### src/hdl/tksd_pkg.sv
// shared types, constants and decode functions for the terminal key sequence decoder
`default_nettype none

package tksd_pkg;

    // default sizing
    localparam int unsigned MAX_SEQ_LEN_DEF = 32;
    localparam int unsigned QUEUE_DEPTH_DEF = 4;

    // fixed field widths
    localparam int unsigned LEN_W   = 6;
    localparam int unsigned PARAM_W = 20;
    localparam int unsigned ACC_W   = 24;

    localparam logic [PARAM_W-1:0] PARAM_CAP = 20'd1000000;

    // byte values
    localparam logic [7:0] CH_ESC      = 8'h1B;
    localparam logic [7:0] CH_CR       = 8'h0D;
    localparam logic [7:0] CH_LF       = 8'h0A;
    localparam logic [7:0] CH_TAB      = 8'h09;
    localparam logic [7:0] CH_DEL      = 8'h7F;
    localparam logic [7:0] CH_BS       = 8'h08;
    localparam logic [7:0] CH_ETX      = 8'h03;
    localparam logic [7:0] CH_SUB      = 8'h1A;
    localparam logic [7:0] CH_SPACE    = 8'h20;
    localparam logic [7:0] CH_LBRACKET = 8'h5B;
    localparam logic [7:0] CH_SS3      = 8'h4F;
    localparam logic [7:0] CH_FOCUS_IN = 8'h49;
    localparam logic [7:0] CH_KITTY    = 8'h75;
    localparam logic [7:0] CH_QUESTION = 8'h3F;
    localparam logic [7:0] CH_COLON    = 8'h3A;
    localparam logic [7:0] CH_SEMI     = 8'h3B;
    localparam logic [7:0] CH_ZERO     = 8'h30;
    localparam logic [7:0] CH_NINE     = 8'h39;
    localparam logic [7:0] CH_UP       = 8'h41;
    localparam logic [7:0] CH_DOWN     = 8'h42;
    localparam logic [7:0] CH_RIGHT    = 8'h43;
    localparam logic [7:0] CH_LEFT     = 8'h44;
    localparam logic [7:0] FINAL_LO    = 8'h40;
    localparam logic [7:0] FINAL_HI    = 8'h7E;

    typedef enum logic [1:0] {
        MODE_IDLE = 2'd0,
        MODE_ESC  = 2'd1,
        MODE_CSI  = 2'd2,
        MODE_SS3  = 2'd3
    } t_seq_mode;

    typedef enum logic [3:0] {
        KEY_ENTER     = 4'd0,
        KEY_TAB       = 4'd1,
        KEY_BACKSPACE = 4'd2,
        KEY_INTERRUPT = 4'd3,
        KEY_SUSPEND   = 4'd4,
        KEY_SPACE     = 4'd5,
        KEY_CHARACTER = 4'd6,
        KEY_ESCAPE    = 4'd7,
        KEY_UP        = 4'd8,
        KEY_DOWN      = 4'd9,
        KEY_LEFT      = 4'd10,
        KEY_RIGHT     = 4'd11,
        KEY_FOCUS_IN  = 4'd12,
        KEY_FOCUS_OUT = 4'd13
    } t_key_code;

    typedef enum logic [1:0] {
        PHASE_PRESS   = 2'd0,
        PHASE_REPEAT  = 2'd1,
        PHASE_RELEASE = 2'd2
    } t_key_phase;

    typedef struct packed {
        t_key_code  key;
        logic [6:0] ch;
        t_key_phase phase;
    } t_key_evt;

    typedef struct packed {
        logic     hit;
        t_key_evt evt;
    } t_opt_evt;

    // key events caused by one request, one or two
    typedef struct packed {
        logic     two;
        t_key_evt first;
        t_key_evt second;
    } t_key_run;

    function automatic t_opt_evt mk_evt(t_key_code key, logic [6:0] ch, t_key_phase phase);
        t_opt_evt r;
        r.hit       = 1'b1;
        r.evt.key   = key;
        r.evt.ch    = ch;
        r.evt.phase = phase;
        return r;
    endfunction

    function automatic t_key_phase phase_of(logic [PARAM_W-1:0] ev);
        t_key_phase p;
        if (ev == PARAM_W'(2))      p = PHASE_REPEAT;
        else if (ev == PARAM_W'(3)) p = PHASE_RELEASE;
        else                        p = PHASE_PRESS;
        return p;
    endfunction

    // arrow final byte, shared by ss3 and csi
    function automatic t_opt_evt arrow_of(logic [7:0] b);
        t_opt_evt r;
        r = '0;
        if (b == CH_UP)         r = mk_evt(KEY_UP, 7'd0, PHASE_PRESS);
        else if (b == CH_DOWN)  r = mk_evt(KEY_DOWN, 7'd0, PHASE_PRESS);
        else if (b == CH_RIGHT) r = mk_evt(KEY_RIGHT, 7'd0, PHASE_PRESS);
        else if (b == CH_LEFT)  r = mk_evt(KEY_LEFT, 7'd0, PHASE_PRESS);
        return r;
    endfunction

    // byte outside any sequence
    function automatic t_opt_evt plain_decode(logic [7:0] b);
        t_opt_evt r;
        r = '0;
        if (b == CH_CR || b == CH_LF)       r = mk_evt(KEY_ENTER, 7'd0, PHASE_PRESS);
        else if (b == CH_TAB)               r = mk_evt(KEY_TAB, 7'd0, PHASE_PRESS);
        else if (b == CH_DEL || b == CH_BS) r = mk_evt(KEY_BACKSPACE, 7'd0, PHASE_PRESS);
        else if (b == CH_ETX)               r = mk_evt(KEY_INTERRUPT, 7'd0, PHASE_PRESS);
        else if (b == CH_SUB)               r = mk_evt(KEY_SUSPEND, 7'd0, PHASE_PRESS);
        else if (b == CH_SPACE)             r = mk_evt(KEY_SPACE, 7'd0, PHASE_PRESS);
        else if (b > CH_SPACE && b < CH_DEL) r = mk_evt(KEY_CHARACTER, b[6:0], PHASE_PRESS);
        return r;
    endfunction

    // kitty keyboard protocol key, code in the first parameter
    function automatic t_opt_evt kitty_decode(logic [PARAM_W-1:0] c,
                                              logic [PARAM_W-1:0] mods,
                                              logic [PARAM_W-1:0] ev);
        t_opt_evt           r;
        logic [PARAM_W-1:0] mod_m1;
        logic               ctrl;
        t_key_phase         ph;
        r      = '0;
        mod_m1 = mods - PARAM_W'(1);
        ctrl   = mod_m1[2];
        ph     = phase_of(ev);
        if (ctrl) begin
            if (c == PARAM_W'(8'h63) || c == PARAM_W'(8'h43)) begin
                r = mk_evt(KEY_INTERRUPT, 7'd0, ph);
            end else if (c == PARAM_W'(8'h7A) || c == PARAM_W'(8'h5A)) begin
                r = mk_evt(KEY_SUSPEND, 7'd0, ph);
            end
        end else if (c == PARAM_W'(CH_ESC)) begin
            r = mk_evt(KEY_ESCAPE, 7'd0, ph);
        end else if (c == PARAM_W'(CH_CR)) begin
            r = mk_evt(KEY_ENTER, 7'd0, ph);
        end else if (c == PARAM_W'(CH_TAB)) begin
            r = mk_evt(KEY_TAB, 7'd0, ph);
        end else if (c == PARAM_W'(CH_DEL) || c == PARAM_W'(CH_BS)) begin
            r = mk_evt(KEY_BACKSPACE, 7'd0, ph);
        end else if (c == PARAM_W'(CH_SPACE)) begin
            r = mk_evt(KEY_SPACE, 7'd0, ph);
        end else if (c > PARAM_W'(CH_SPACE) && c < PARAM_W'(CH_DEL)) begin
            r = mk_evt(KEY_CHARACTER, c[6:0], ph);
        end
        return r;
    endfunction

endpackage

`default_nettype wire

### src/hdl/tksd_front.sv
// front end: accepts bytes, runs the escape sequence parser and forms key runs
`default_nettype none

module tksd_front
    import tksd_pkg::*;
#(
    parameter int unsigned MAX_SEQ_LEN = MAX_SEQ_LEN_DEF
) (
    input  wire logic       i_clk,
    input  wire logic       i_rst_n,
    input  wire logic       i_in_valid,
    output logic            o_in_ready,
    input  wire logic       i_command,
    input  wire logic [7:0] i_data_byte,
    input  wire logic       i_queue_full,
    output logic            o_push,
    output t_key_run        o_run
);

    t_seq_mode          r_mode, n_mode;
    logic [LEN_W-1:0]   r_len, n_len;
    logic [PARAM_W-1:0] r_first, n_first;
    logic [PARAM_W-1:0] r_mod, n_mod;
    logic [PARAM_W-1:0] r_event, n_event;
    logic [PARAM_W-1:0] r_digit, n_digit;
    logic               r_dseen, n_dseen;
    logic [1:0]         r_field, n_field;
    logic [1:0]         r_sub, n_sub;
    logic               r_fiq, n_fiq;

    logic               w_accept;
    logic [PARAM_W-1:0] w_first_c, w_mod_c, w_event_c;
    logic [ACC_W-1:0]   w_acc;
    logic [PARAM_W-1:0] w_sat;
    logic               w_is_final;
    logic               w_is_digit;
    t_opt_evt           w_arrow;
    t_opt_evt           w_csi;
    t_opt_evt           w_seq_evt;
    t_opt_evt           w_fresh_evt;
    logic               w_fresh;
    logic               w_clear;

    assign o_in_ready = !i_queue_full;
    assign w_accept   = i_in_valid && !i_queue_full;

    // parameter values as they stand once the pending digits are committed
    assign w_first_c = (r_dseen && r_field == 2'd0 && r_sub == 2'd0) ? r_digit : r_first;
    assign w_mod_c   = (r_dseen && r_field == 2'd1 && r_sub == 2'd0) ? r_digit : r_mod;
    assign w_event_c = (r_dseen && r_field == 2'd1 && r_sub == 2'd1) ? r_digit : r_event;

    // decimal accumulator with saturation
    assign w_is_digit = i_data_byte >= CH_ZERO && i_data_byte <= CH_NINE;
    assign w_acc = ACC_W'(r_dseen ? r_digit : '0) * ACC_W'(10) + ACC_W'(i_data_byte[3:0]);
    assign w_sat = (w_acc > ACC_W'(PARAM_CAP)) ? PARAM_CAP : w_acc[PARAM_W-1:0];

    // csi final byte decode
    assign w_is_final = i_data_byte >= FINAL_LO && i_data_byte <= FINAL_HI;
    assign w_arrow    = arrow_of(i_data_byte);

    always_comb begin
        w_csi = '0;
        if (w_arrow.hit) begin
            w_csi           = w_arrow;
            w_csi.evt.phase = phase_of(w_event_c);
        end else if (i_data_byte == CH_KITTY && !r_fiq) begin
            w_csi = kitty_decode(w_first_c, w_mod_c, w_event_c);
        end else if (i_data_byte == CH_FOCUS_IN && r_len == LEN_W'(2)) begin
            w_csi = mk_evt(KEY_FOCUS_IN, 7'd0, PHASE_PRESS);
        end else if (i_data_byte == CH_SS3 && r_len == LEN_W'(2)) begin
            w_csi = mk_evt(KEY_FOCUS_OUT, 7'd0, PHASE_PRESS);
        end
    end

    // parser next state and the events of this request
    always_comb begin
        n_mode      = r_mode;
        n_len       = r_len;
        n_first     = r_first;
        n_mod       = r_mod;
        n_event     = r_event;
        n_digit     = r_digit;
        n_dseen     = r_dseen;
        n_field     = r_field;
        n_sub       = r_sub;
        n_fiq       = r_fiq;
        w_seq_evt   = '0;
        w_fresh_evt = '0;
        w_fresh     = 1'b0;
        w_clear     = 1'b0;
        if (w_accept) begin
            if (i_command) begin
                if (r_mode == MODE_ESC) w_seq_evt = mk_evt(KEY_ESCAPE, 7'd0, PHASE_PRESS);
                w_clear = 1'b1;
            end else begin
                unique case (r_mode)
                    MODE_ESC: begin
                        if (i_data_byte == CH_LBRACKET) begin
                            n_mode = MODE_CSI;
                            n_len  = LEN_W'(2);
                        end else if (i_data_byte == CH_SS3) begin
                            n_mode = MODE_SS3;
                            n_len  = LEN_W'(2);
                        end else begin
                            w_seq_evt = mk_evt(KEY_ESCAPE, 7'd0, PHASE_PRESS);
                            w_clear   = 1'b1;
                            w_fresh   = 1'b1;
                        end
                    end
                    MODE_CSI: begin
                        if (w_is_final) begin
                            w_seq_evt = w_csi;
                            w_clear   = 1'b1;
                        end else if (r_len < LEN_W'(MAX_SEQ_LEN)) begin
                            // parameter or intermediate byte
                            if (r_len == LEN_W'(2)) n_fiq = (i_data_byte == CH_QUESTION);
                            if (w_is_digit) begin
                                n_digit = w_sat;
                                n_dseen = 1'b1;
                            end else if (i_data_byte == CH_COLON) begin
                                n_first = w_first_c;
                                n_mod   = w_mod_c;
                                n_event = w_event_c;
                                n_digit = '0;
                                n_dseen = 1'b0;
                                if (r_sub < 2'd2) n_sub = r_sub + 2'd1;
                            end else if (i_data_byte == CH_SEMI) begin
                                n_first = w_first_c;
                                n_mod   = w_mod_c;
                                n_event = w_event_c;
                                n_digit = '0;
                                n_dseen = 1'b0;
                                if (r_field < 2'd2) n_field = r_field + 2'd1;
                                n_sub = 2'd0;
                            end
                            n_len = r_len + LEN_W'(1);
                        end else begin
                            // too long: drop and decode this byte again
                            w_clear = 1'b1;
                            w_fresh = 1'b1;
                        end
                    end
                    MODE_SS3: begin
                        w_seq_evt = w_arrow;
                        w_clear   = 1'b1;
                    end
                    MODE_IDLE: begin
                        w_fresh = 1'b1;
                    end
                endcase
            end
            if (w_clear) begin
                n_mode  = MODE_IDLE;
                n_len   = '0;
                n_first = PARAM_W'(1);
                n_mod   = PARAM_W'(1);
                n_event = PARAM_W'(1);
                n_digit = '0;
                n_dseen = 1'b0;
                n_field = 2'd0;
                n_sub   = 2'd0;
                n_fiq   = 1'b0;
            end
            // byte seen as if no sequence were pending
            if (w_fresh) begin
                if (i_data_byte == CH_ESC) begin
                    n_mode = MODE_ESC;
                    n_len  = LEN_W'(1);
                end else begin
                    w_fresh_evt = plain_decode(i_data_byte);
                end
            end
        end
    end

    // hand the run to the queue
    assign o_push       = w_accept && (w_seq_evt.hit || w_fresh_evt.hit);
    assign o_run.two    = w_seq_evt.hit && w_fresh_evt.hit;
    assign o_run.first  = w_seq_evt.hit ? w_seq_evt.evt : w_fresh_evt.evt;
    assign o_run.second = w_fresh_evt.evt;

    // parser state
    always_ff @(posedge i_clk) begin
        if (!i_rst_n) begin
            r_mode  <= MODE_IDLE;
            r_len   <= '0;
            r_first <= PARAM_W'(1);
            r_mod   <= PARAM_W'(1);
            r_event <= PARAM_W'(1);
            r_digit <= '0;
            r_dseen <= 1'b0;
            r_field <= 2'd0;
            r_sub   <= 2'd0;
            r_fiq   <= 1'b0;
        end else begin
            r_mode  <= n_mode;
            r_len   <= n_len;
            r_first <= n_first;
            r_mod   <= n_mod;
            r_event <= n_event;
            r_digit <= n_digit;
            r_dseen <= n_dseen;
            r_field <= n_field;
            r_sub   <= n_sub;
            r_fiq   <= n_fiq;
        end
    end

endmodule

`default_nettype wire

### src/hdl/tksd_queue.sv
// small run queue between the parser and the output sequencer
`default_nettype none

module tksd_queue
    import tksd_pkg::*;
#(
    parameter int unsigned DEPTH = QUEUE_DEPTH_DEF
) (
    input  wire logic     i_clk,
    input  wire logic     i_rst_n,
    input  wire logic     i_push,
    input  wire t_key_run i_run,
    output logic          o_full,
    input  wire logic     i_pop,
    output logic          o_empty,
    output t_key_run      o_head
);

    localparam int unsigned PTR_W = (DEPTH > 1) ? $clog2(DEPTH) : 1;
    localparam int unsigned CNT_W = $clog2(DEPTH + 1);

    t_key_run         r_mem [DEPTH];
    logic [PTR_W-1:0] r_wr_ptr, n_wr_ptr;
    logic [PTR_W-1:0] r_rd_ptr, n_rd_ptr;
    logic [CNT_W-1:0] r_count, n_count;
    logic             w_push, w_pop;

    assign o_full  = r_count == CNT_W'(DEPTH);
    assign o_empty = r_count == '0;
    assign o_head  = r_mem[r_rd_ptr];
    assign w_push  = i_push && !o_full;
    assign w_pop   = i_pop && !o_empty;

    // pointer and fill count update
    always_comb begin
        n_wr_ptr = r_wr_ptr;
        n_rd_ptr = r_rd_ptr;
        n_count  = r_count;
        if (w_push) begin
            n_wr_ptr = (r_wr_ptr == PTR_W'(DEPTH - 1)) ? '0 : r_wr_ptr + PTR_W'(1);
        end
        if (w_pop) begin
            n_rd_ptr = (r_rd_ptr == PTR_W'(DEPTH - 1)) ? '0 : r_rd_ptr + PTR_W'(1);
        end
        if (w_push && !w_pop)      n_count = r_count + CNT_W'(1);
        else if (w_pop && !w_push) n_count = r_count - CNT_W'(1);
    end

    always_ff @(posedge i_clk) begin
        if (!i_rst_n) begin
            r_wr_ptr <= '0;
            r_rd_ptr <= '0;
            r_count  <= '0;
        end else begin
            r_wr_ptr <= n_wr_ptr;
            r_rd_ptr <= n_rd_ptr;
            r_count  <= n_count;
        end
    end

    // storage
    always_ff @(posedge i_clk) begin
        if (w_push) r_mem[r_wr_ptr] <= i_run;
    end

endmodule

`default_nettype wire

### src/hdl/tksd_back.sv
// back end: splits each run into key events and drives the output register
`default_nettype none

module tksd_back
    import tksd_pkg::*;
(
    input  wire logic     i_clk,
    input  wire logic     i_rst_n,
    input  wire logic     i_empty,
    input  wire t_key_run i_head,
    output logic          o_pop,
    output logic          o_out_valid,
    input  wire logic     i_out_ready,
    output t_key_evt      o_evt,
    output logic          o_last
);

    logic     r_out_valid, n_out_valid;
    logic     r_half, n_half;
    t_key_evt r_evt, n_evt;
    logic     r_last, n_last;
    logic     w_load;

    assign w_load = !r_out_valid || i_out_ready;

    // pick the next event: first half of a pair, or the last of a run
    always_comb begin
        n_out_valid = r_out_valid;
        n_half      = r_half;
        n_evt       = r_evt;
        n_last      = r_last;
        o_pop       = 1'b0;
        if (w_load) begin
            n_out_valid = !i_empty;
            if (!i_empty) begin
                if (i_head.two && !r_half) begin
                    n_evt  = i_head.first;
                    n_last = 1'b0;
                    n_half = 1'b1;
                end else begin
                    n_evt  = r_half ? i_head.second : i_head.first;
                    n_last = 1'b1;
                    n_half = 1'b0;
                    o_pop  = 1'b1;
                end
            end
        end
    end

    always_ff @(posedge i_clk) begin
        if (!i_rst_n) begin
            r_out_valid <= 1'b0;
            r_half      <= 1'b0;
        end else begin
            r_out_valid <= n_out_valid;
            r_half      <= n_half;
        end
    end

    // output payload
    always_ff @(posedge i_clk) begin
        r_evt  <= n_evt;
        r_last <= n_last;
    end

    assign o_out_valid = r_out_valid;
    assign o_evt       = r_evt;
    assign o_last      = r_last;

endmodule

`default_nettype wire

### src/hdl/terminal_key_sequence_decoder.sv
// top level of the terminal key sequence decoder
`default_nettype none

// Decodes terminal input bytes (plain keys, ESC, SS3 arrows, CSI arrows, kitty keys and
// focus reports) into key events. One request is taken per clock while the queue is not
// full, and an ESC followed by an unrelated byte can yield two events that leave one after
// the other. The parser updates its registers in the cycle a byte is taken, and a queue of
// QUEUE_DEPTH runs lets the parser keep taking bytes while the output side is stalled. The
// first event of a request passes through the queue and then the output register. A
// command of 1 flushes a pending sequence.

module terminal_key_sequence_decoder
    import tksd_pkg::*;
#(
    parameter int unsigned MAX_SEQ_LEN = MAX_SEQ_LEN_DEF,
    parameter int unsigned QUEUE_DEPTH = QUEUE_DEPTH_DEF
) (
    input  wire logic       i_clk,
    input  wire logic       i_rst_n,
    input  wire logic       i_in_valid,
    output logic            o_in_ready,
    input  wire logic       i_command,
    input  wire logic [7:0] i_data_byte,
    output logic            o_out_valid,
    input  wire logic       i_out_ready,
    output logic [3:0]      o_key_code,
    output logic [6:0]      o_char_code,
    output logic [1:0]      o_key_phase,
    output logic            o_last_of_run
);

    logic     w_push, w_full, w_pop, w_empty;
    t_key_run w_run, w_head;
    t_key_evt w_evt;

    tksd_front #(
        .MAX_SEQ_LEN (MAX_SEQ_LEN)
    ) u_front (
        .i_clk        (i_clk),
        .i_rst_n      (i_rst_n),
        .i_in_valid   (i_in_valid),
        .o_in_ready   (o_in_ready),
        .i_command    (i_command),
        .i_data_byte  (i_data_byte),
        .i_queue_full (w_full),
        .o_push       (w_push),
        .o_run        (w_run)
    );

    tksd_queue #(
        .DEPTH (QUEUE_DEPTH)
    ) u_queue (
        .i_clk   (i_clk),
        .i_rst_n (i_rst_n),
        .i_push  (w_push),
        .i_run   (w_run),
        .o_full  (w_full),
        .i_pop   (w_pop),
        .o_empty (w_empty),
        .o_head  (w_head)
    );

    tksd_back u_back (
        .i_clk       (i_clk),
        .i_rst_n     (i_rst_n),
        .i_empty     (w_empty),
        .i_head      (w_head),
        .o_pop       (w_pop),
        .o_out_valid (o_out_valid),
        .i_out_ready (i_out_ready),
        .o_evt       (w_evt),
        .o_last      (o_last_of_run)
    );

    // result fields
    assign o_key_code  = w_evt.key;
    assign o_char_code = w_evt.ch;
    assign o_key_phase = w_evt.phase;

endmodule

`default_nettype wire

### config.mk
export PLATFORM = sky130hd
export DESIGN_NAME = terminal_key_sequence_decoder
export DESIGN_NICKNAME = d
export VERILOG_FILES = /design/src/hdl/tksd_pkg.sv /design/src/hdl/tksd_front.sv /design/src/hdl/tksd_queue.sv /design/src/hdl/tksd_back.sv /design/src/hdl/terminal_key_sequence_decoder.sv
export SDC_FILE = /design/constraint.sdc
export NUM_CORES = 1
export LEC_CHECK = 0
export BUFFER_PORTS_ARGS = -buffer_cell sky130_fd_sc_hd__buf_2
export CAP_MARGIN = 20
export CORE_UTILIZATION = 65
export DETAILED_ROUTE_END_ITERATION = 10
export GPL_TIMING_DRIVEN = 0
export MAX_ROUTING_LAYER = met4
export PLACE_DENSITY = 0.82
export RECOVER_POWER = 25
export SYNTH_ARGS = -nofsm -noshare
export SYNTH_HDL_FRONTEND = slang
export SYNTH_SLANG_ARGS = --single-unit
### constraint.sdc
create_clock -name i_clk -period 8.3 [get_ports i_clk]
set_clock_uncertainty 0.05 [all_clocks]
set_input_delay 1.66 -clock i_clk [delete_from_list [all_inputs] [get_ports i_clk]]
set_output_delay 1.66 -clock i_clk [all_outputs]
set_load 0.02 [all_outputs]
==> metrics <==
Resized Gates After CTS=0; final setup vio count=0; slew margin rel.=-19.5%; Period Utilization, post-route=68.9%; worst-margin pin slew=1.79 ns; Max Cap Viol=1; postcts setup bufs=0; initial antenna violation count=0; Post-DP HPWL=20,800 um; CP Class=in2reg; clk_lat worst skew=0.44 ns; Pleak=4.59 nW; Comb pwr share=19.0%; mux contribution to synthesized area=7.78%; total wire length=29,100 um; DIE HEIGHT=134 um; power per cell area=201 mW/mm^2; Post-Route Setup TNS=0 ns; CTS Buf Count=17; Yosys cell types=89; status=finished, violations left; Critical Path RT=8.61 ns; IO Pins=29; P_sw=0.000758 W; Total GRT Usage=34.5%; mean post-synth cell area=10.3 um^2; fin. max-slew vios=18; CP startpoint kind=primary input; Clock power frac=34.3%; Syn Inst Count=1,099; initial core utilization=67.4%; GR Util met1=41.5%; # hold bufs at CTS=0; fmax=175 MHz; Post-Syn Area=0.0113 mm^2; Most Crowded Layer GR=met2; die width=134 um; Area Overhead vs Synth=9.42%; Synth Area in XOR/XNOR=2.32%; DRT antenna net count=0; share of cells above drive strength 1=10.2%; root buf cell=clkbuf_16; final non-filler cell total=1,381; Post-Synth Simple-Gate Area=19.3%; Syn. warnings=0; internal power=0.00173 W; Worst EP arrival=6.03 ns; worst min-delay path category=reg2reg; M3 GR Usage=5.74%; vias in the first global route=8,881; Worst IR Drop VDD=0.163 mV; Fin. Hold Viols=0; DR vias=9,154; prevailing post-synth register cell=edfxtp_1; Synth Area in Adders=6.62%; 1st-iter DRT viols=925; fin crit period=5.72 ns; Worst-path clk slew=0.08 ns; switch share=30.4%; final net count=1,219; failing checks=max-capacitance violations, max-slew violations; vias per cell=6.63; largest family of logic cells by synthesized area=simple AND/OR/NAND/NOR gates; Synth Area in Compound Gates=16.1%; post-synthesis register bit count=198; area of the die=0.0179 mm^2; first-pass GRT wire length=46,300 um; sequential share of the synthesized area=44.8%; RSZ-0062 raised after global routing=false; commonest cells after routing, fill and taps aside=110 x edfxtp_1, 102 x nor2_1, 88 x dfxtp_1, 81 x nand2_1, 60 x clkbuf_1; met2 usage=57.9%; row cnt=47; largest net degree at the start of global routing=22; Clock Tree Buf Depth=2; routed len/inst=21.1 um; Post-Syn Nets=1,170; final instance area=0.0124 mm^2; Post-synth EDFFs=110; core region area=0.0168 mm^2; Final Wtd Congestion=0.935; CTS tree=yes; gr ovfl total=0; Reg power frac=46.6%; Clock Sinks=198; # DRC=0; ant diodes=0; ys async rst share=0%; CP max FO=10; H-tree Lvls=4; total iterations of the first detailed-routing run=5; Critical Path Sink Type=flip-flop; Placed Area=0.0118 mm^2; DP Cell Count=1,349; power after layout=0.00249 W; commonest non-fill, non-tap cell in the layout=edfxtp_1; I/O Buffers=26
-- critical path: stages --
cell and delay, ns:
clkbuf_1 0.19, clkbuf_1 0.27, and3_1 0.24, clkbuf_1 0.16
a31oi_1 0.70, inv_1 0.26, a311oi_1 0.68, nand2_1 0.17
nand3_1 0.32, ha_1 0.26, inv_1 0.06, fa_1 0.38
xor2_1 0.19, or3_1 0.32, a21oi_1 0.16
-- flip-flops by register name, indices dropped and copies added, names as in the netlist, named ones only --
register	flops
u_queue.r_count	3
u_front.r_sub	2
u_back.r_half	1
u_front.r_event	20
u_front.r_first	20
u_front.r_fiq	1
u_queue.r_wr_ptr	2
u_queue.r_rd_ptr	2
u_queue.r_mem	96
u_back.o_last	1
u_front.r_digit	20
u_front.r_field	2
u_back.o_evt	13
u_front.r_mode	2
u_front.r_len	6
u_back.o_out_valid	1
u_front.r_mod	3
u_front.r_dseen	1
-- logic make-up after synthesis --
kind of cell,count (synthesis)
simple gates,411
compound gates,261
flops,198
buf+inv,85
fa+ha+maj,58
mux,56
xor+xnor,30
-- cells in the mapped netlist, types with 16 or more instances --
library cell  number  area [um^2]
edfxtp_1         110         3300
nor2_1           101          379
dfxtp_1           88         1760
nand2_1           81          304
ha_1              55          688
a21oi_1           54          270
o21ai_0           45          225
and2_1            44          275
nor3_1            44          220
a22oi_1           41          308
clkbuf_1          37          139
inv_1             29          109
mux4_2            24          541
nand3_1           24          120
nor2b_1           18          113
mux2i_1           17          170
xor2_1            16          140
-- final timing paths --
kind / endpoint / startpoint / slack [ns] / cells past startpoint
min: u_front.r_first[2] / u_front.r_first[2] / 0.43 / 2
min reg2reg: u_front.r_first[2] / u_front.r_first[2] / 0.43 / 2
max: u_queue.r_count[2] / i_data_byte[3] / 2.58 / 15
max reg2reg: u_front.r_digit[0] / u_front.r_dseen / 3.46 / 17
-- per-stage QoR --
stage | util [%] | hold WS (ns) | setup slack (ns)
after detailed placement | 70.5 | 0.413 | 2.81
final | 73.8 | 0.429 | 2.58
after global routing | 73.8 | 0.444 | 2.42
after CTS | 74.1 | 0.425 | 3.24
after global placement | 69.9 | 0.401 | 2.85
after floorplan | - | 0.391 | 3.68
-- power by group through the flow --
stage	Sequential, W	Clock [W]	Combinational (W)
after floorplan	0.00121	0	0.000285
after global placement	0.00117	0	0.000440
after detailed placement	0.00118	0	0.000474
after CTS	0.00116	0.000858	0.000486
after global routing	0.00117	0.000893	0.000505
final	0.00116	0.000855	0.000474
-- area by class of cell --
cell class	instances	area [um^2]
Tap cell	220	275
Multi-Input combinational cell	816	5860
Clock inverter	15	191
Clock buffer	17	425
Inverter	30	113
Buffer	55	229
Sequential cell	198	5060
Timing Repair Buffer	30	206
Fill cell	1205	4390
-- per-layer routing --
layer	vias up	wire length (um)
li1	4264	-
met2	399	14600
met4	0	895
met1	4418	11700
met3	73	1900
met5	-	0
Power figures use the tool's default switching activity.
